===== src/design/jads_pkg.sv =====
package jads_pkg;

  // Width of one ADC sample.
  localparam int SAMPLE_BITS = 12;

  // Calibration registers are 12 bits wide, the dead band 11 bits.
  localparam int LIM_W = 12;
  localparam int DZ_W = 11;
  localparam int CFG_DATA_W = 12;
  localparam int CFG_IDX_W = 3;

  // Signed working width for the comparisons: sums and differences never wrap.
  localparam int WORK_W = ((SAMPLE_BITS > LIM_W) ? SAMPLE_BITS : LIM_W) + 3;

  // Quotient is at most 100, so seven bits and seven divider steps suffice.
  localparam int QUO_W = 7;
  localparam int DVD_W = LIM_W + QUO_W;
  localparam int POS_W = 8;

  localparam logic signed [POS_W-1:0] POS_MIN = -8'sd100;
  localparam logic signed [POS_W-1:0] POS_MAX = 8'sd100;
  localparam logic [DVD_W-1:0] SCALE = DVD_W'(100);

  localparam logic [LIM_W-1:0] LOW_RESET = LIM_W'(240);
  localparam logic [LIM_W-1:0] HIGH_RESET = LIM_W'(3950);
  localparam logic [LIM_W-1:0] CENTER_RESET = LIM_W'(1955);
  localparam logic [DZ_W-1:0] DEADZONE_RESET = '0;

  // Register indexes of the configuration port.
  localparam logic [CFG_IDX_W-1:0] REG_LOW = 3'd0;
  localparam logic [CFG_IDX_W-1:0] REG_HIGH = 3'd1;
  localparam logic [CFG_IDX_W-1:0] REG_CENTER = 3'd2;
  localparam logic [CFG_IDX_W-1:0] REG_DEADZONE = 3'd3;
  localparam logic [CFG_IDX_W-1:0] REG_INVERT = 3'd4;

  // Decoupling queue between classification and division.
  localparam int QDEPTH = 4;
  localparam int QPTR_W = $clog2(QDEPTH);
  localparam int QCNT_W = $clog2(QDEPTH + 1);

  // One classified item: either a fixed result or a division to carry out.
  typedef struct packed {
    logic signed [POS_W-1:0] base;
    logic do_div;
    logic err;
    logic [DVD_W-1:0] dividend;
    logic [LIM_W-1:0] divisor;
  } qent_t;

  // One stage of the restoring divider.
  typedef struct packed {
    logic signed [POS_W-1:0] base;
    logic do_div;
    logic err;
    logic [DVD_W-1:0] rem;
    logic [LIM_W-1:0] divisor;
    logic [QUO_W-1:0] quo;
  } dstg_t;

  // Resolve quotient bit k: subtract the shifted divisor when it fits.
  function automatic dstg_t div_step(input dstg_t s, input int k);
    dstg_t r;
    logic [DVD_W:0] shd;
    r = s;
    shd = (DVD_W + 1)'(s.divisor) << k;
    if ({1'b0, s.rem} >= shd) begin
      r.rem = s.rem - shd[DVD_W-1:0];
      r.quo[k] = 1'b1;
    end
    return r;
  endfunction

endpackage


===== src/design/jads_front.sv =====
module jads_front (
  input  logic clk,
  input  logic rst_n,
  input  logic cfg_valid,
  output logic cfg_ready,
  input  logic [jads_pkg::CFG_IDX_W-1:0] cfg_index,
  input  logic [jads_pkg::CFG_DATA_W-1:0] cfg_data,
  input  logic in_valid,
  output logic in_stall,
  input  logic [jads_pkg::SAMPLE_BITS-1:0] in_raw_sample,
  output logic push_valid,
  output jads_pkg::qent_t push_data,
  input  logic q_full
);
  import jads_pkg::*;

  logic [LIM_W-1:0] low_r;
  logic [LIM_W-1:0] high_r;
  logic [LIM_W-1:0] center_r;
  logic [DZ_W-1:0] deadzone_r;
  logic invert_r;

  logic signed [WORK_W-1:0] xs, los, his, dn, up, width, num;
  logic seg;
  qent_t ent;

  assign cfg_ready = 1'b1;

  always_ff @(posedge clk) begin
    if (!rst_n) begin
      low_r <= LOW_RESET;
      high_r <= HIGH_RESET;
      center_r <= CENTER_RESET;
      deadzone_r <= DEADZONE_RESET;
      invert_r <= 1'b0;
    end else if (cfg_valid && cfg_ready) begin
      case (cfg_index)
        REG_LOW: low_r <= cfg_data[LIM_W-1:0];
        REG_HIGH: high_r <= cfg_data[LIM_W-1:0];
        REG_CENTER: center_r <= cfg_data[LIM_W-1:0];
        REG_DEADZONE: deadzone_r <= cfg_data[DZ_W-1:0];
        REG_INVERT: invert_r <= cfg_data[0];
        default: ;
      endcase
    end
  end

  // Classify the sample and set up the segment division.
  always_comb begin
    xs = $signed({{(WORK_W - SAMPLE_BITS){1'b0}}, in_raw_sample});
    los = $signed({{(WORK_W - LIM_W){1'b0}}, low_r});
    his = $signed({{(WORK_W - LIM_W){1'b0}}, high_r});
    dn = $signed({{(WORK_W - LIM_W){1'b0}}, center_r})
       - $signed({{(WORK_W - DZ_W){1'b0}}, deadzone_r});
    up = $signed({{(WORK_W - LIM_W){1'b0}}, center_r})
       + $signed({{(WORK_W - DZ_W){1'b0}}, deadzone_r});
    seg = 1'b0;
    width = '0;
    num = '0;
    ent.base = '0;
    ent.do_div = 1'b0;
    ent.err = 1'b0;
    ent.dividend = '0;
    ent.divisor = '0;
    if (!invert_r) begin
      if (xs < los) begin
        ent.base = POS_MIN;
      end else if (xs > his) begin
        ent.base = POS_MAX;
      end else if (xs < dn) begin
        seg = 1'b1;
        width = dn - los;
        num = xs - los;
        ent.base = POS_MIN;
      end else if (xs > up) begin
        seg = 1'b1;
        width = his - up;
        num = xs - up;
      end
    end else begin
      if (xs > his) begin
        ent.base = POS_MIN;
      end else if (xs < los) begin
        ent.base = POS_MAX;
      end else if (xs > up) begin
        seg = 1'b1;
        width = his - up;
        num = his - xs;
        ent.base = POS_MIN;
      end else if (xs < dn) begin
        seg = 1'b1;
        width = dn - los;
        num = dn - xs;
      end
    end
    if (seg) begin
      if (width <= 0) begin
        ent.err = 1'b1;
        ent.base = '0;
      end else begin
        // The numerator never exceeds the width, so both fit the limit width.
        ent.do_div = 1'b1;
        ent.divisor = width[LIM_W-1:0];
        ent.dividend = DVD_W'(num[LIM_W-1:0]) * SCALE;
      end
    end
  end

  assign push_valid = in_valid;
  assign push_data = ent;
  assign in_stall = q_full;

endmodule


===== src/design/jads_queue.sv =====
module jads_queue (
  input  logic clk,
  input  logic rst_n,
  input  logic push_valid,
  input  jads_pkg::qent_t push_data,
  output logic full,
  output logic head_valid,
  output jads_pkg::qent_t head_data,
  input  logic pop
);
  import jads_pkg::*;

  qent_t mem_r [QDEPTH];
  logic [QPTR_W-1:0] wr_ptr_r, wr_ptr_nxt;
  logic [QPTR_W-1:0] rd_ptr_r, rd_ptr_nxt;
  logic [QCNT_W-1:0] count_r, count_nxt;
  logic do_push, do_pop;

  assign full = (count_r == QCNT_W'(QDEPTH));
  assign head_valid = (count_r != '0);
  assign head_data = mem_r[rd_ptr_r];
  assign do_push = push_valid && !full;
  assign do_pop = pop && head_valid;

  always_comb begin
    wr_ptr_nxt = do_push ? wr_ptr_r + QPTR_W'(1) : wr_ptr_r;
    rd_ptr_nxt = do_pop ? rd_ptr_r + QPTR_W'(1) : rd_ptr_r;
    count_nxt = count_r;
    if (do_push && !do_pop) begin
      count_nxt = count_r + QCNT_W'(1);
    end else if (do_pop && !do_push) begin
      count_nxt = count_r - QCNT_W'(1);
    end
  end

  always_ff @(posedge clk) begin
    if (!rst_n) begin
      wr_ptr_r <= '0;
      rd_ptr_r <= '0;
      count_r <= '0;
    end else begin
      wr_ptr_r <= wr_ptr_nxt;
      rd_ptr_r <= rd_ptr_nxt;
      count_r <= count_nxt;
    end
  end

  always_ff @(posedge clk) begin
    if (do_push) begin
      mem_r[wr_ptr_r] <= push_data;
    end
  end

endmodule


===== src/design/jads_back.sv =====
module jads_back (
  input  logic clk,
  input  logic rst_n,
  input  logic head_valid,
  input  jads_pkg::qent_t head_data,
  output logic pop,
  output logic out_valid,
  input  logic out_stall,
  output logic signed [jads_pkg::POS_W-1:0] out_position,
  output logic out_span_error
);
  import jads_pkg::*;

  // Stage i holds the partial result after quotient bit QUO_W-1-i.
  dstg_t stg_r [QUO_W];
  dstg_t stg_nxt [QUO_W];
  logic [QUO_W-1:0] vld_r;
  logic [QUO_W:0] rdy;
  dstg_t first;

  logic out_valid_r;
  logic signed [POS_W-1:0] pos_r, pos_nxt;
  logic err_r;

  // Each stage advances when it is empty or its successor advances.
  always_comb begin
    rdy[QUO_W] = !out_valid_r || !out_stall;
    for (int i = QUO_W - 1; i >= 0; i--) begin
      rdy[i] = !vld_r[i] || rdy[i+1];
    end
  end

  assign pop = head_valid && rdy[0];

  always_comb begin
    first.base = head_data.base;
    first.do_div = head_data.do_div;
    first.err = head_data.err;
    first.rem = head_data.dividend;
    first.divisor = head_data.divisor;
    first.quo = '0;
    stg_nxt[0] = div_step(first, QUO_W - 1);
    for (int i = 1; i < QUO_W; i++) begin
      stg_nxt[i] = div_step(stg_r[i-1], QUO_W - 1 - i);
    end
  end

  always_ff @(posedge clk) begin
    if (!rst_n) begin
      vld_r <= '0;
    end else begin
      if (rdy[0]) begin
        vld_r[0] <= head_valid;
      end
      for (int i = 1; i < QUO_W; i++) begin
        if (rdy[i]) begin
          vld_r[i] <= vld_r[i-1];
        end
      end
    end
  end

  always_ff @(posedge clk) begin
    for (int i = 0; i < QUO_W; i++) begin
      if (rdy[i]) begin
        stg_r[i] <= stg_nxt[i];
      end
    end
  end

  // Final add of the segment offset.
  always_comb begin
    pos_nxt = stg_r[QUO_W-1].base;
    if (stg_r[QUO_W-1].do_div) begin
      pos_nxt = stg_r[QUO_W-1].base + $signed(POS_W'(stg_r[QUO_W-1].quo));
    end
  end

  always_ff @(posedge clk) begin
    if (!rst_n) begin
      out_valid_r <= 1'b0;
    end else if (rdy[QUO_W]) begin
      out_valid_r <= vld_r[QUO_W-1];
    end
  end

  always_ff @(posedge clk) begin
    if (rdy[QUO_W]) begin
      pos_r <= pos_nxt;
      err_r <= stg_r[QUO_W-1].err;
    end
  end

  assign out_valid = out_valid_r;
  assign out_position = pos_r;
  assign out_span_error = err_r;

endmodule


===== src/design/joystick_axis_deadzone_scaler.sv =====
// Joystick axis dead-zone scaler.
// Each input item is one unsigned ADC sample of one axis; each result item is
// the signed position -100..100 and a flag for a segment of non-positive width.
// Input channel: in_valid, in_stall, in_raw_sample. An item is taken at an edge
// with in_valid high and in_stall low. Result channel: out_valid, out_stall,
// out_position, out_span_error, with the same rule.
// Configuration: cfg_valid, cfg_ready (always high), cfg_index, cfg_data.
// Registers are low limit, high limit, center, dead band and invert, at
// indexes 0 to 4; other indexes are ignored. Write them only while idle.
// From acceptance to out_valid an item passes the queue, the seven stages of
// the restoring divider and one output register. One item is taken every
// cycle while in_stall is low.
// Synchronous reset clears all valid bits and loads the register defaults.
// A stalled result holds its register; the divider stages and then the
// four-entry queue fill behind it, and in_stall rises when the queue is full.
module joystick_axis_deadzone_scaler (
  input  logic clk,
  input  logic rst_n,
  input  logic cfg_valid,
  output logic cfg_ready,
  input  logic [jads_pkg::CFG_IDX_W-1:0] cfg_index,
  input  logic [jads_pkg::CFG_DATA_W-1:0] cfg_data,
  input  logic in_valid,
  output logic in_stall,
  input  logic [jads_pkg::SAMPLE_BITS-1:0] in_raw_sample,
  output logic out_valid,
  input  logic out_stall,
  output logic signed [jads_pkg::POS_W-1:0] out_position,
  output logic out_span_error
);
  import jads_pkg::*;

  // Classified items travel from the front end to the divider through a
  // short queue, so a stall on the output does not stop acceptance at once.
  logic push_valid;
  qent_t push_data;
  logic q_full;
  logic head_valid;
  qent_t head_data;
  logic pop;

  // Front end: configuration registers, range tests, segment set-up.
  jads_front u_front (
    .clk(clk),
    .rst_n(rst_n),
    .cfg_valid(cfg_valid),
    .cfg_ready(cfg_ready),
    .cfg_index(cfg_index),
    .cfg_data(cfg_data),
    .in_valid(in_valid),
    .in_stall(in_stall),
    .in_raw_sample(in_raw_sample),
    .push_valid(push_valid),
    .push_data(push_data),
    .q_full(q_full)
  );

  jads_queue u_queue (
    .clk(clk),
    .rst_n(rst_n),
    .push_valid(push_valid),
    .push_data(push_data),
    .full(q_full),
    .head_valid(head_valid),
    .head_data(head_data),
    .pop(pop)
  );

  // Back end: pipelined divide of the scaled numerator, then the offset add.
  jads_back u_back (
    .clk(clk),
    .rst_n(rst_n),
    .head_valid(head_valid),
    .head_data(head_data),
    .pop(pop),
    .out_valid(out_valid),
    .out_stall(out_stall),
    .out_position(out_position),
    .out_span_error(out_span_error)
  );

endmodule

===== config.mk =====
export PLATFORM = sky130hd
export DESIGN_NAME = joystick_axis_deadzone_scaler
export DESIGN_NICKNAME = d
export VERILOG_FILES = /design/src/design/jads_pkg.sv /design/src/design/jads_front.sv /design/src/design/jads_queue.sv /design/src/design/jads_back.sv /design/src/design/joystick_axis_deadzone_scaler.sv
export SDC_FILE = /design/constraint.sdc
export NUM_CORES = 1
export LEC_CHECK = 0
export BUFFER_PORTS_ARGS = -buffer_cell sky130_fd_sc_hd__buf_2
export CORE_MARGIN = 5
export CORE_UTILIZATION = 64
export DETAILED_ROUTE_END_ITERATION = 12
export MAX_ROUTING_LAYER = met4
export PLACE_DENSITY = 0.79
export SLEW_MARGIN = 30
export SYNTH_ARGS = -nofsm -noshare
export SYNTH_HDL_FRONTEND = slang
export SYNTH_SLANG_ARGS = --single-unit
export TNS_END_PERCENT = 20

===== constraint.sdc =====
create_clock -name clk -period 9.9 [get_ports clk]
set_input_delay 0.495 -clock clk [delete_from_list [all_inputs] [get_ports clk]]
set_output_delay 0.495 -clock clk [all_outputs]
set_load 0.01 [all_outputs]

# Yosys cells after proc, flatten, opt, wreduce, memory -nomap -nowiden
# Memories as Yosys holds them, arrays and structs flattened. A register that Yosys moved wholly into a read port is not among the register bits.
# Cells that the tools add are included.
# totals
ff_bits,72
ramBits,500
output_inout_bits,12
memories,2
# mem_list
name,depth,width,rd,rd_ports_with_merged_regs,write_ports,line_no,source
u_back.stg_r,7,48,7,0,7,jads_back.sv:15,dstg_t stg_r [QUO_W];
u_queue.mem_r,4,41,1,1,1,jads_queue.sv:13,qent_t mem_r [QDEPTH];
# op_classes
add_sub_neg,20
mul,1
n_lt_le_gt_ge,12
n_eq_ne,5
muxes,74
reduce_logical,33
# op_table
operator,n
15-bit 2-to-1 mux,9
19-bit 2-to-1 mux,7
12-bit 2-to-1 mux,9
8-bit 2-to-1 mux,9
12-bit subtractor,4
41-bit 2-to-1 mux,1
1-bit 2-to-1 mux,34
31-bit 2-to-1 mux,1
19-bit by 12-bit >= comparator with 1-bit output,1
19-bit by 13-bit >= comparator with 1-bit output,1
19-bit by 14-bit >= comparator with 1-bit output,1
19-bit by 15-bit >= comparator with 1-bit output,1
19-bit by 16-bit >= comparator with 1-bit output,1
19-bit by 17-bit >= comparator with 1-bit output,1
19-bit by 18-bit >= comparator with 1-bit output,1
19-bit by 12-bit subtractor with 19-bit output,1
19-bit by 13-bit subtractor with 19-bit output,1
19-bit by 14-bit subtractor with 19-bit output,1
19-bit by 15-bit subtractor with 19-bit output,1
19-bit by 16-bit subtractor with 19-bit output,1
19-bit by 17-bit subtractor with 19-bit output,1
19-bit by 18-bit subtractor with 19-bit output,1
12-bit by 5-bit multiplier with 17-bit output (second input constant),1
15-bit by 1-bit <= comparator with 1-bit output (second input constant),1
24 further kinds,55

# Depth between registers and ports, before layout
# Gate-level depths: netlist of the first run.
# logic_depth
ltp_word,14
depth_mapped,42

# Modules after synthesis
# A second synthesis of the first run with hierarchy kept.
# hier_totals
cells_unflattened,2508
area_unflattened_um2,29200.5
# modules_own_cells
module,n_inst,cells_each,area_per_inst_um2,seq_area_each_um2
jads_back,1,1165,14765.4,8958.6
jads_front,1,1080,7983.9,960.9
jads_queue,1,263,6451.2,5104.9

# Worst setup path after synthesis of the first run
# Ideal clock, no wire load.
# synth_timing
path_kind,reg2reg
from,register u_front.deadzone_r[0]
to,memory u_queue.mem_r[0][30] in the netlist's numbering (data pin)
setup_ps,262
t_arrival_ps,7340
required_ps,9638
path_slack_ps,2298
path_stages_with_launch,36
path_buffers,2
path_cell_list,dfxtp_1 ha_1 inv_1 fa_1 o21ba_1 or4b_4 nand2_1 or3_1 a21oi_1 xnor2_1 ha_1 a21o_1 a41o_1 maj3_1 o21ai_2 a211oi_2 clkbuf_1 o21ai_0 clkbuf_1 a211oi_1 ha_1 ha_1 fa_1 ha_1 nor2b_1 o21ai_0 a21boi_0 o21ai_0 a21boi_0 o21ai_0 nand2b_1 a21o_1 a21oi_1 o21ai_0 xnor2_1 nor2_1
# synth_lines
element,line_no,source
start: declaration,jads_front.sv:20,logic [DZ_W-1:0] deadzone_r;
start signal: assignment,jads_front.sv:41,REG_DEADZONE: deadzone_r <= cfg_data[DZ_W-1:0];
end: declaration,jads_queue.sv:13,

==> results.py, run 1 <==
metrics = {
    "critical_path": {
        "critPathMaxStageDelay_ns": 0.63,
        "r2r_cells": 36,
        "timing.critical_path.buf_inv": 2,
        "cp.arrival_ns": 9.43,
        "rrSetupSlack_ns": 0.76,
        "critPathTopFamily": "compound AO/OA/AOI/OAI gates",
        "reg2reg_from": "u_front.deadzone_r[1]",
        "critPathSlowestCell": "and2_1",
        "critPathMaxFanout": 16,
        "cp_common_cell": "o21ai_0",
        "endpoint_kind": "register",
        "critPathRequiredTime_ns": 10.19,
        "cp-start-kind": "register",
        "regToRegEndpoint": "u_queue.mem_r[2][30]",
        "crit_type": "register to register",
    },
    "status": {
        "status": "complete, no violations",
    },
    "sta": {
        "skew_ns": 0.0138,
        "min_period_over_period_pct": 92.3,
        "setup_tns_ns": 0,
        "max_slew_margin_pct": 35.0,
        "tightest_slew_ns": 0.965,
        "hold_viol_final": 0,
        "fin_crit_ns": 9.14,
        "max_freq_mhz": 109,
        "finalMaxSlewViolations": 0,
        "rsz0062_at_grt": "no",
        "setup_violations": 0,
    },
    "synthesis": {
        "synthesis.area_um2": 26000,
        "synth.area.top_cells": "edfxtp_1 44%, ha_1 11%, dfxtp_1 5.0%",
        "ys.flop_type": "edfxtp_1",
        "avgSynthCellArea_um2": 11.1,
        "yosysSeqAreaShare_pct": 49.2,
        "synth_warnings": 0,
        "synth_edf_count": 383,
        "synth_cells": 2337,
        "synth.largest_area_cell": "edfxtp_1",
        "syn_nets": 2627,
        "ys_async_sr_fraction_pct": 0,
        "synth_top_area_share_pct": 44.2,
        "synth_cell_type_count": 84,
        "ys_seq_elements": 448,
    },
    "run": {
        "cap_violations": 0,
    },
    "detailed_routing": {
        "drc": 0,
        "routedWlPerCell_um": 19.7,
        "drtIter0Drc": 1387,
        "viasPerCell": 5.97,
        "num_vias": 17600,
        "ant_nets": 0,
        "firstDrtPassIters": 7,
        "routed_wl_um": 58000,
    },
    "clock_network": {
        "insertion_delay_ns": 0.59,
        "clock_path_buffers": 3,
        "cts.repair.resized": 0,
        "cts.clk_slew.worst_paths_ns": 0.06,
        "post_cts_buffers": 0,
        "cts_tree": "done",
        "htree_levels": 2,
        "cts_num_sinks": 448,
        "cts_inserted_buffers": 46,
        "hold_buffers": 0,
        "cts_root_buf": "clkbuf_16",
    },
    "grt": {
        "grt_pass1_vias": 17900,
        "overflow": 0,
        "grt_use_total_pct": 26.9,
        "antenna_found_initial": 0,
        "grt_max_degree": 65,
        "grt_pass1_wl_um": 93200,
    },
    "placed_design": {
        "io_buffers": 42,
        "place_hpwl_um": 44300,
        "gp_congestion": 1.00,
    },
    "layout": {
        "final_cell_mix": "383 x edfxtp_1, 244 x inv_1, 235 x ha_1",
        "postLayoutCoreUtil_pct": 70.5,
        "drive_gt1_share_pct": 9.05,
        "syn_to_final_growth_pct": 8.52,
        "finalNetCount": 2675,
        "final_common_cell": "edfxtp_1",
        "diodes": 0,
    },
    "worst_hold_path": {
        "holdPathEnd": "u_front.high_r[6]",
        "min-delay-start": "cfg_data[6]",
        "min_path_cells": 3,
        "hold_path_class": "input pin to register",
    },
    "floorplanning": {
        "io_pins": 44,
        "die_y_um": 212,
        "row_count": 73,
        "coreArea_um2": 40000,
        "die-area_um2": 44800,
        "die_x_um": 212,
        "start_util_pct": 65.0,
    },
    "power": {
        "irDropWorstVdd_mv": 0.161,
        "p_leak_nw": 11.5,
        "p_per_area_nw_per_um2": 314,
    },
}
-- layout make-up --
type                    count  area (µm²)
clock buffers              59        1220
clock inverters            23         230
fillers                  2777       11800
inverters                 245         920
multi-input cells        1587       12100
flip-flops and latches    448       12800
well taps                 525         657
repair buffers             57         325
-- cells by family (layout without fill, tap and decap cells) --
family                     Yosys count  in the layout  synth area share, %
DFF                                448            448                 49.2
buffers and inverters              302            384                 4.52
and+or+nand+nor                    633            633                 11.7
other                                1              1               0.0144
adders and majority gates          262            262                 13.2
muxes                               78             78                 4.71
AOI/OAI and AO/OA                  485            485                 12.3
xor gates and xnor gates           128            128                 4.31
-- synth_stat cells, types with 7 or more instances --
| master | instances |
|---|---|
| a211oi_1 | 18 |
| a21boi_0 | 63 |
| a21o_1 | 42 |
| a21oi_1 | 103 |
| a22oi_1 | 11 |
| a31oi_1 | 8 |
| and2_1 | 25 |
| and3_1 | 9 |
| buf_2 | 7 |
| clkbuf_1 | 41 |
| dfxtp_1 | 65 |
| edfxtp_1 | 383 |
| fa_1 | 23 |
| ha_1 | 235 |
| inv_1 | 244 |
| mux2_2 | 35 |
| mux2i_1 | 11 |
| mux4_2 | 32 |
| nand2_1 | 206 |
| nand2b_1 | 32 |
| nand3_1 | 31 |
| nand4_1 | 17 |
| nor2_1 | 169 |
| nor2b_1 | 45 |
| nor3_1 | 35 |
| nor4_1 | 8 |
| o211ai_1 | 10 |
| o21a_1 | 33 |
| o21ai_0 | 118 |
| o21bai_1 | 9 |
| o31ai_1 | 11 |
| or2_2 | 9 |
| or3_1 | 14 |
| xnor2_1 | 86 |
| xor2_1 | 42 |
-- metrics by stage --
stage                     setup slack [ns]  power (W)  area, µm²  hold slack, ns  std cells
after CTS                            0.871    0.00887      28200           0.134       2944
final                                0.758    0.00886      28200           0.161       2944
after floorplan                       2.30    0.00617      26000           0.400       2337
after global placement                1.01    0.00693      26700           0.402       2862
after detailed placement             0.975    0.00715      26800           0.405       2862
after global routing               0.00851    0.00949      28200           0.172       2944
-- worst max-delay path by stage --
stage | from | to | cells past startpoint
after floorplan | u_front.deadzone_r[0] | u_queue.mem_r[0][30] | 35
after CTS | u_front.deadzone_r[1] | u_queue.mem_r[1][30] | 36
after global routing | u_front.deadzone_r[1] | u_queue.mem_r[2][30] | 36
final | u_front.deadzone_r[1] | u_queue.mem_r[2][30] | 36
after detailed placement | u_front.deadzone_r[1] | u_queue.mem_r[0][30] | 36
after global placement | u_front.deadzone_r[1] | u_queue.mem_r[0][30] | 36
-- per-layer routing --
layer | wire length, µm | GRT usage (%) | vias to the layer above | share of wire [%]
met2 | 30200 | 47.8 | 473 | 52
met4 | 2160 | 10.1 | 0 | 3.7
met1 | 23000 | 31.4 | 8511 | 40
met3 | 2690 | 3.47 | 124 | 4.6
li1 | - | - | 8474 | -
met5 | 0 | - | - | 0
-- worst register-to-register path: cells and delay by family, from the launching register on --
kind	cells	cell delay (ns)
flops	1	0.41
fa+ha+maj	6	1.96
compound gates	19	4.33
simple gates	7	1.53
xor+xnor	2	0.43
buf+inv	2	0.18
-- report_power, final --
group	switching (W)	total, W	leakage, nW	internal (W)
logic	0.00216	0.00389	6.39	0.00172
registers	0.000313	0.00331	4.44	0.00300
clock network	0.000710	0.00166	0.703	0.000953
total	0.00318	0.00886	11.5	0.00568
-- sequential cells by signal, indices dropped and copies added, names as in the netlist, named ones only --
register               flops
u_back.out_position        8
u_back.out_span_error      1
u_back.out_valid           1
u_back.stg_r             238
u_back.vld_r               7
u_front.center_r          12
u_front.deadzone_r        11
u_front.high_r            12
u_front.invert_r           1
u_front.low_r             12
u_queue.count_r            3
u_queue.mem_r            136
u_queue.rd_ptr_r           2
u_queue.wr_ptr_r           2
Power figures use the tool's default switching activity.
==> run 2, diff against run 1 <==
--- a/config.mk
+++ b/config.mk
@@ -7,12 +7,13 @@
 export LEC_CHECK = 0
 export BUFFER_PORTS_ARGS = -buffer_cell sky130_fd_sc_hd__buf_2
 export CORE_MARGIN = 5
-export CORE_UTILIZATION = 64
+export CORE_UTILIZATION = 65
 export DETAILED_ROUTE_END_ITERATION = 12
 export MAX_ROUTING_LAYER = met4
-export PLACE_DENSITY = 0.79
+export PLACE_DENSITY = 0.8
 export SLEW_MARGIN = 30
 export SYNTH_ARGS = -nofsm -noshare
 export SYNTH_HDL_FRONTEND = slang
+export SYNTH_HIERARCHICAL = 1
 export SYNTH_SLANG_ARGS = --single-unit
 export TNS_END_PERCENT = 20
==> run 2 against run 1 <==
Die area is 10% higher. Synthesized cell count is 7.3% higher. Cell count is 7.9% higher. First-iteration DRC count is 17% higher. Largest cell class unchanged. Total power is 15% higher. Area after synthesis is 12% higher. Via count is 11% higher. Critical path type unchanged. Worst hold slack worse by 0.0080 ns. Utilization is 0.56 points higher. Flip-flop and latch count is 74 higher. Register-to-register slack better by 0.35 ns.
==> results.py, run 2 <==
metrics = {
    "status": {
        "status": "complete, no violations",
    },
    "synthesis": {
        "synth_warnings": 6,
        "synth_top_area_share_pct": 47.0,
        "yosysSeqAreaShare_pct": 51.5,
        "ys.flop_type": "edfxtp_1",
        "synthesis.area_um2": 29200,
        "synth_cells": 2508,
        "ys_async_sr_fraction_pct": 0,
        "synth_common_cells": "457 x edfxtp_1, 238 x ha_1, 218 x nand2_1, 217 x inv_1, 160 x nor2_1",
        "avgSynthCellArea_um2": 11.6,
        "synth.area.top_cells": "edfxtp_1 47%, ha_1 10%, dfxtp_1 4.5%",
        "synth.largest_area_cell": "edfxtp_1",
        "synth_cell_type_count": 98,
        "synth_most_common_cell": "edfxtp_1",
        "synth_edf_count": 457,
        "ys_seq_elements": 522,
    },
    "sta": {
        "finalMaxSlewViolations": 0,
        "hold_viol_final": 0,
        "min_period_over_period_pct": 88.9,
        "rsz0062_at_grt": "no",
        "tightest_slew_ns": 0.893,
        "setup_violations": 0,
        "skew_ns": 0.0245,
        "setup_tns_ns": 0,
        "setup_ws_ns": 1.10,
        "whs_ns": 0.153,
        "fin_crit_ns": 8.80,
        "max_slew_margin_pct": 40.3,
        "max_freq_mhz": 114,
    },
    "floorplanning": {
        "die_y_um": 222,
        "start_util_pct": 65.9,
        "die-area_um2": 49300,
        "die_x_um": 222,
        "coreArea_um2": 44300,
        "io_pins": 44,
        "row_count": 77,
    },
    "layout": {
        "final_cell_area_um2": 31500,
        "finalNetCount": 2834,
        "final_common_cell": "edfxtp_1",
        "drive_gt1_share_pct": 9.76,
        "largest-register": "u_back/stg_r",
        "final_cell_mix": "457 x edfxtp_1, 238 x ha_1, 217 x inv_1",
        "largest_reg_flops": 284,
        "syn_to_final_growth_pct": 7.91,
        "largestRegisters": "u_back/stg_r x284, u_queue/mem_r x164",
    },
    "placed_design": {
        "gp_congestion": 0.957,
        "place_hpwl_um": 48800,
        "pre_cts_slack_ns": 1.07,
        "place_area_um2": 29800,
        "io_buffers": 42,
    },
    "critical_path": {
        "endpoint_kind": "register",
        "critPathRequiredTime_ns": 10.23,
        "reg2reg_from": "u_front/deadzone_r[7]",
        "cp.arrival_ns": 9.12,
        "timing.critical_path.buf_inv": 1,
        "crit_type": "register to register",
        "crit_path_end": "u_queue/mem_r[1][30]",
        "critical_path_depth": 36,
        "cp_common_cell": "ha_1",
        "critPathMaxStageDelay_ns": 0.51,
        "regToRegEndpoint": "u_queue/mem_r[1][30]",
        "r2r_cells": 36,
        "rrSetupSlack_ns": 1.10,
        "critPathSlowestCell": "nor4_1",
        "critPathMaxFanout": 14,
        "critPathTopFamily": "compound AO/OA/AOI/OAI gates",
        "startpoint": "u_front/deadzone_r[7]",
        "cp-start-kind": "register",
    },
    "clock_network": {
        "cts_inserted_buffers": 52,
        "cts.repair.resized": 0,
        "post_cts_buffers": 0,
        "cts_root_buf": "clkbuf_16",
        "htree_levels": 2,
        "hold_buffers": 0,
        "insertion_delay_ns": 0.61,
        "cts.clk_slew.worst_paths_ns": 0.06,
        "cts_tree": "done",
        "cts_num_sinks": 522,
        "clock_path_buffers": 3,
    },
    "detailed_routing": {
        "viasPerCell": 6.13,
        "firstDrtPassIters": 5,
        "ant_nets": 0,
        "drtIter0Drc": 1617,
        "routed_wl_um": 67000,
        "routedWlPerCell_um": 21.1,
        "drc": 0,
        "num_vias": 19500,
    },
    "power": {
        "pwr-share-comb_pct": 43.2,
        "p_seq_share_pct": 38.1,
        "switching_share_pct": 36.7,
        "fin_total_pwr_w": 0.0102,
        "p_leak_nw": 12.5,
        "power.switching_w": 0.00374,
        "intPower_w": 0.00644,
        "p_clk_share_pct": 18.7,
        "p_per_area_nw_per_um2": 323,
        "irDropWorstVdd_mv": 0.190,
    },
    "grt": {
        "grt_use_total_pct": 27.7,
        "grt_pass1_wl_um": 105000,
        "overflow": 0,
        "antenna_found_initial": 1,
        "grt_pass1_vias": 19500,
        "grt_max_degree": 67,
    },
    "run": {
        "cap_violations": 0,
    },
    "worst_hold_path": {
        "hold_path_class": "input pin to register",
        "min_path_cells": 3,
    },
}
run 2: cell types whose count changed after synthesis, moves of 11 or more:
cell / before / now
edfxtp_1: 383 / 457
nand2_1: 206 / 218
a21oi_1: 103 / 144
inv_1: 244 / 217
buf_4: 1 / 14
a21boi_0: 63 / 48
o21ai_1: 1 / 14
nand3_1: 31 / 47
xor2_1: 42 / 53
mux2_2: 35 / 24
run 2: worst register-to-register path: cells and delay by family, from the launching register on:
kind	cells	cell delay, ns
buf+inv	1	0.05
compound gates	16	3.20
flops	1	0.35
xor+xnor	2	0.33
simple gates	11	2.35
fa+ha+maj	6	2.23
run 2: final cells by class:
type                            instances  area [µm²]
Antenna cell                            1        2.50
Clock buffer                           62        1360
Clock inverter                         34         300
Fill cell                            3036       12800
Inverter                              218         818
Multi-Input combinational cell       1693       13000
Sequential cell                       522       15000
Tap cell                              592         741
Timing Repair Buffer                   54         303
run 2: power groups by stage:
stage / clock network, W / registers [W] / logic [W]
final: 0.00191 / 0.00388 / 0.00440
after floorplan: 0 / 0.00372 / 0.00341
after CTS: 0.00194 / 0.00388 / 0.00435
after global routing: 0.00204 / 0.00394 / 0.00486
after global placement: 0 / 0.00388 / 0.00409
after detailed placement: 0 / 0.00391 / 0.00428
run 2: metrics by stage:
| stage | util (%) | cells |
|---|---|---|
| finish | 71.1 | 3176 |
| global route | 71.1 | 3176 |
| CTS | 71.0 | 3175 |
| detailed placement | 67.3 | 3079 |
| global placement | 67.2 | 3078 |
| floorplan | - | 2511 |
run 2: worst min path at each step:
| stage | startpoint | end | slack, ns |
|---|---|---|---|
| 2_1_floorplan | u_back/stg_r[6][38] | u_back/out_span_error | 0.40 |
| 3_3_place_gp | u_back/stg_r[3][38] | u_back/stg_r[4][38] | 0.40 |
| 3_5_place_dp | u_back/stg_r[1][38] | u_back/stg_r[2][38] | 0.40 |
| 4_1_cts | cfg_data[11] | u_front/high_r[11] | 0.12 |
| 5_1_grt | cfg_data[11] | u_front/high_r[11] | 0.14 |
| 6_report | cfg_data[2] | u_front/high_r[2] | 0.15 |
run 2: logic make-up after synthesis:
kind of cell,count (synthesis),share of synthesized area [%]
other,2,0.0257
AOI/OAI and AO/OA,567,12.9
buffers and inverters,296,4.42
adders and majority gates,262,11.8
muxes,86,4.86
DFF,522,51.5
xor gates and xnor gates,138,4.19
and+or+nand+nor,635,10.4
run 2: layer usage:
| metal | track usage [%] | up-vias | routed length (µm) |
|---|---|---|---|
| met2 | 48.4 | 591 | 34600 |
| met4 | 10.5 | 0 | 2750 |
| met5 | - | - | 0 |
| met1 | 32.8 | 9537 | 26400 |
| li1 | - | 9201 | - |
| met3 | 3.81 | 154 | 3220 |
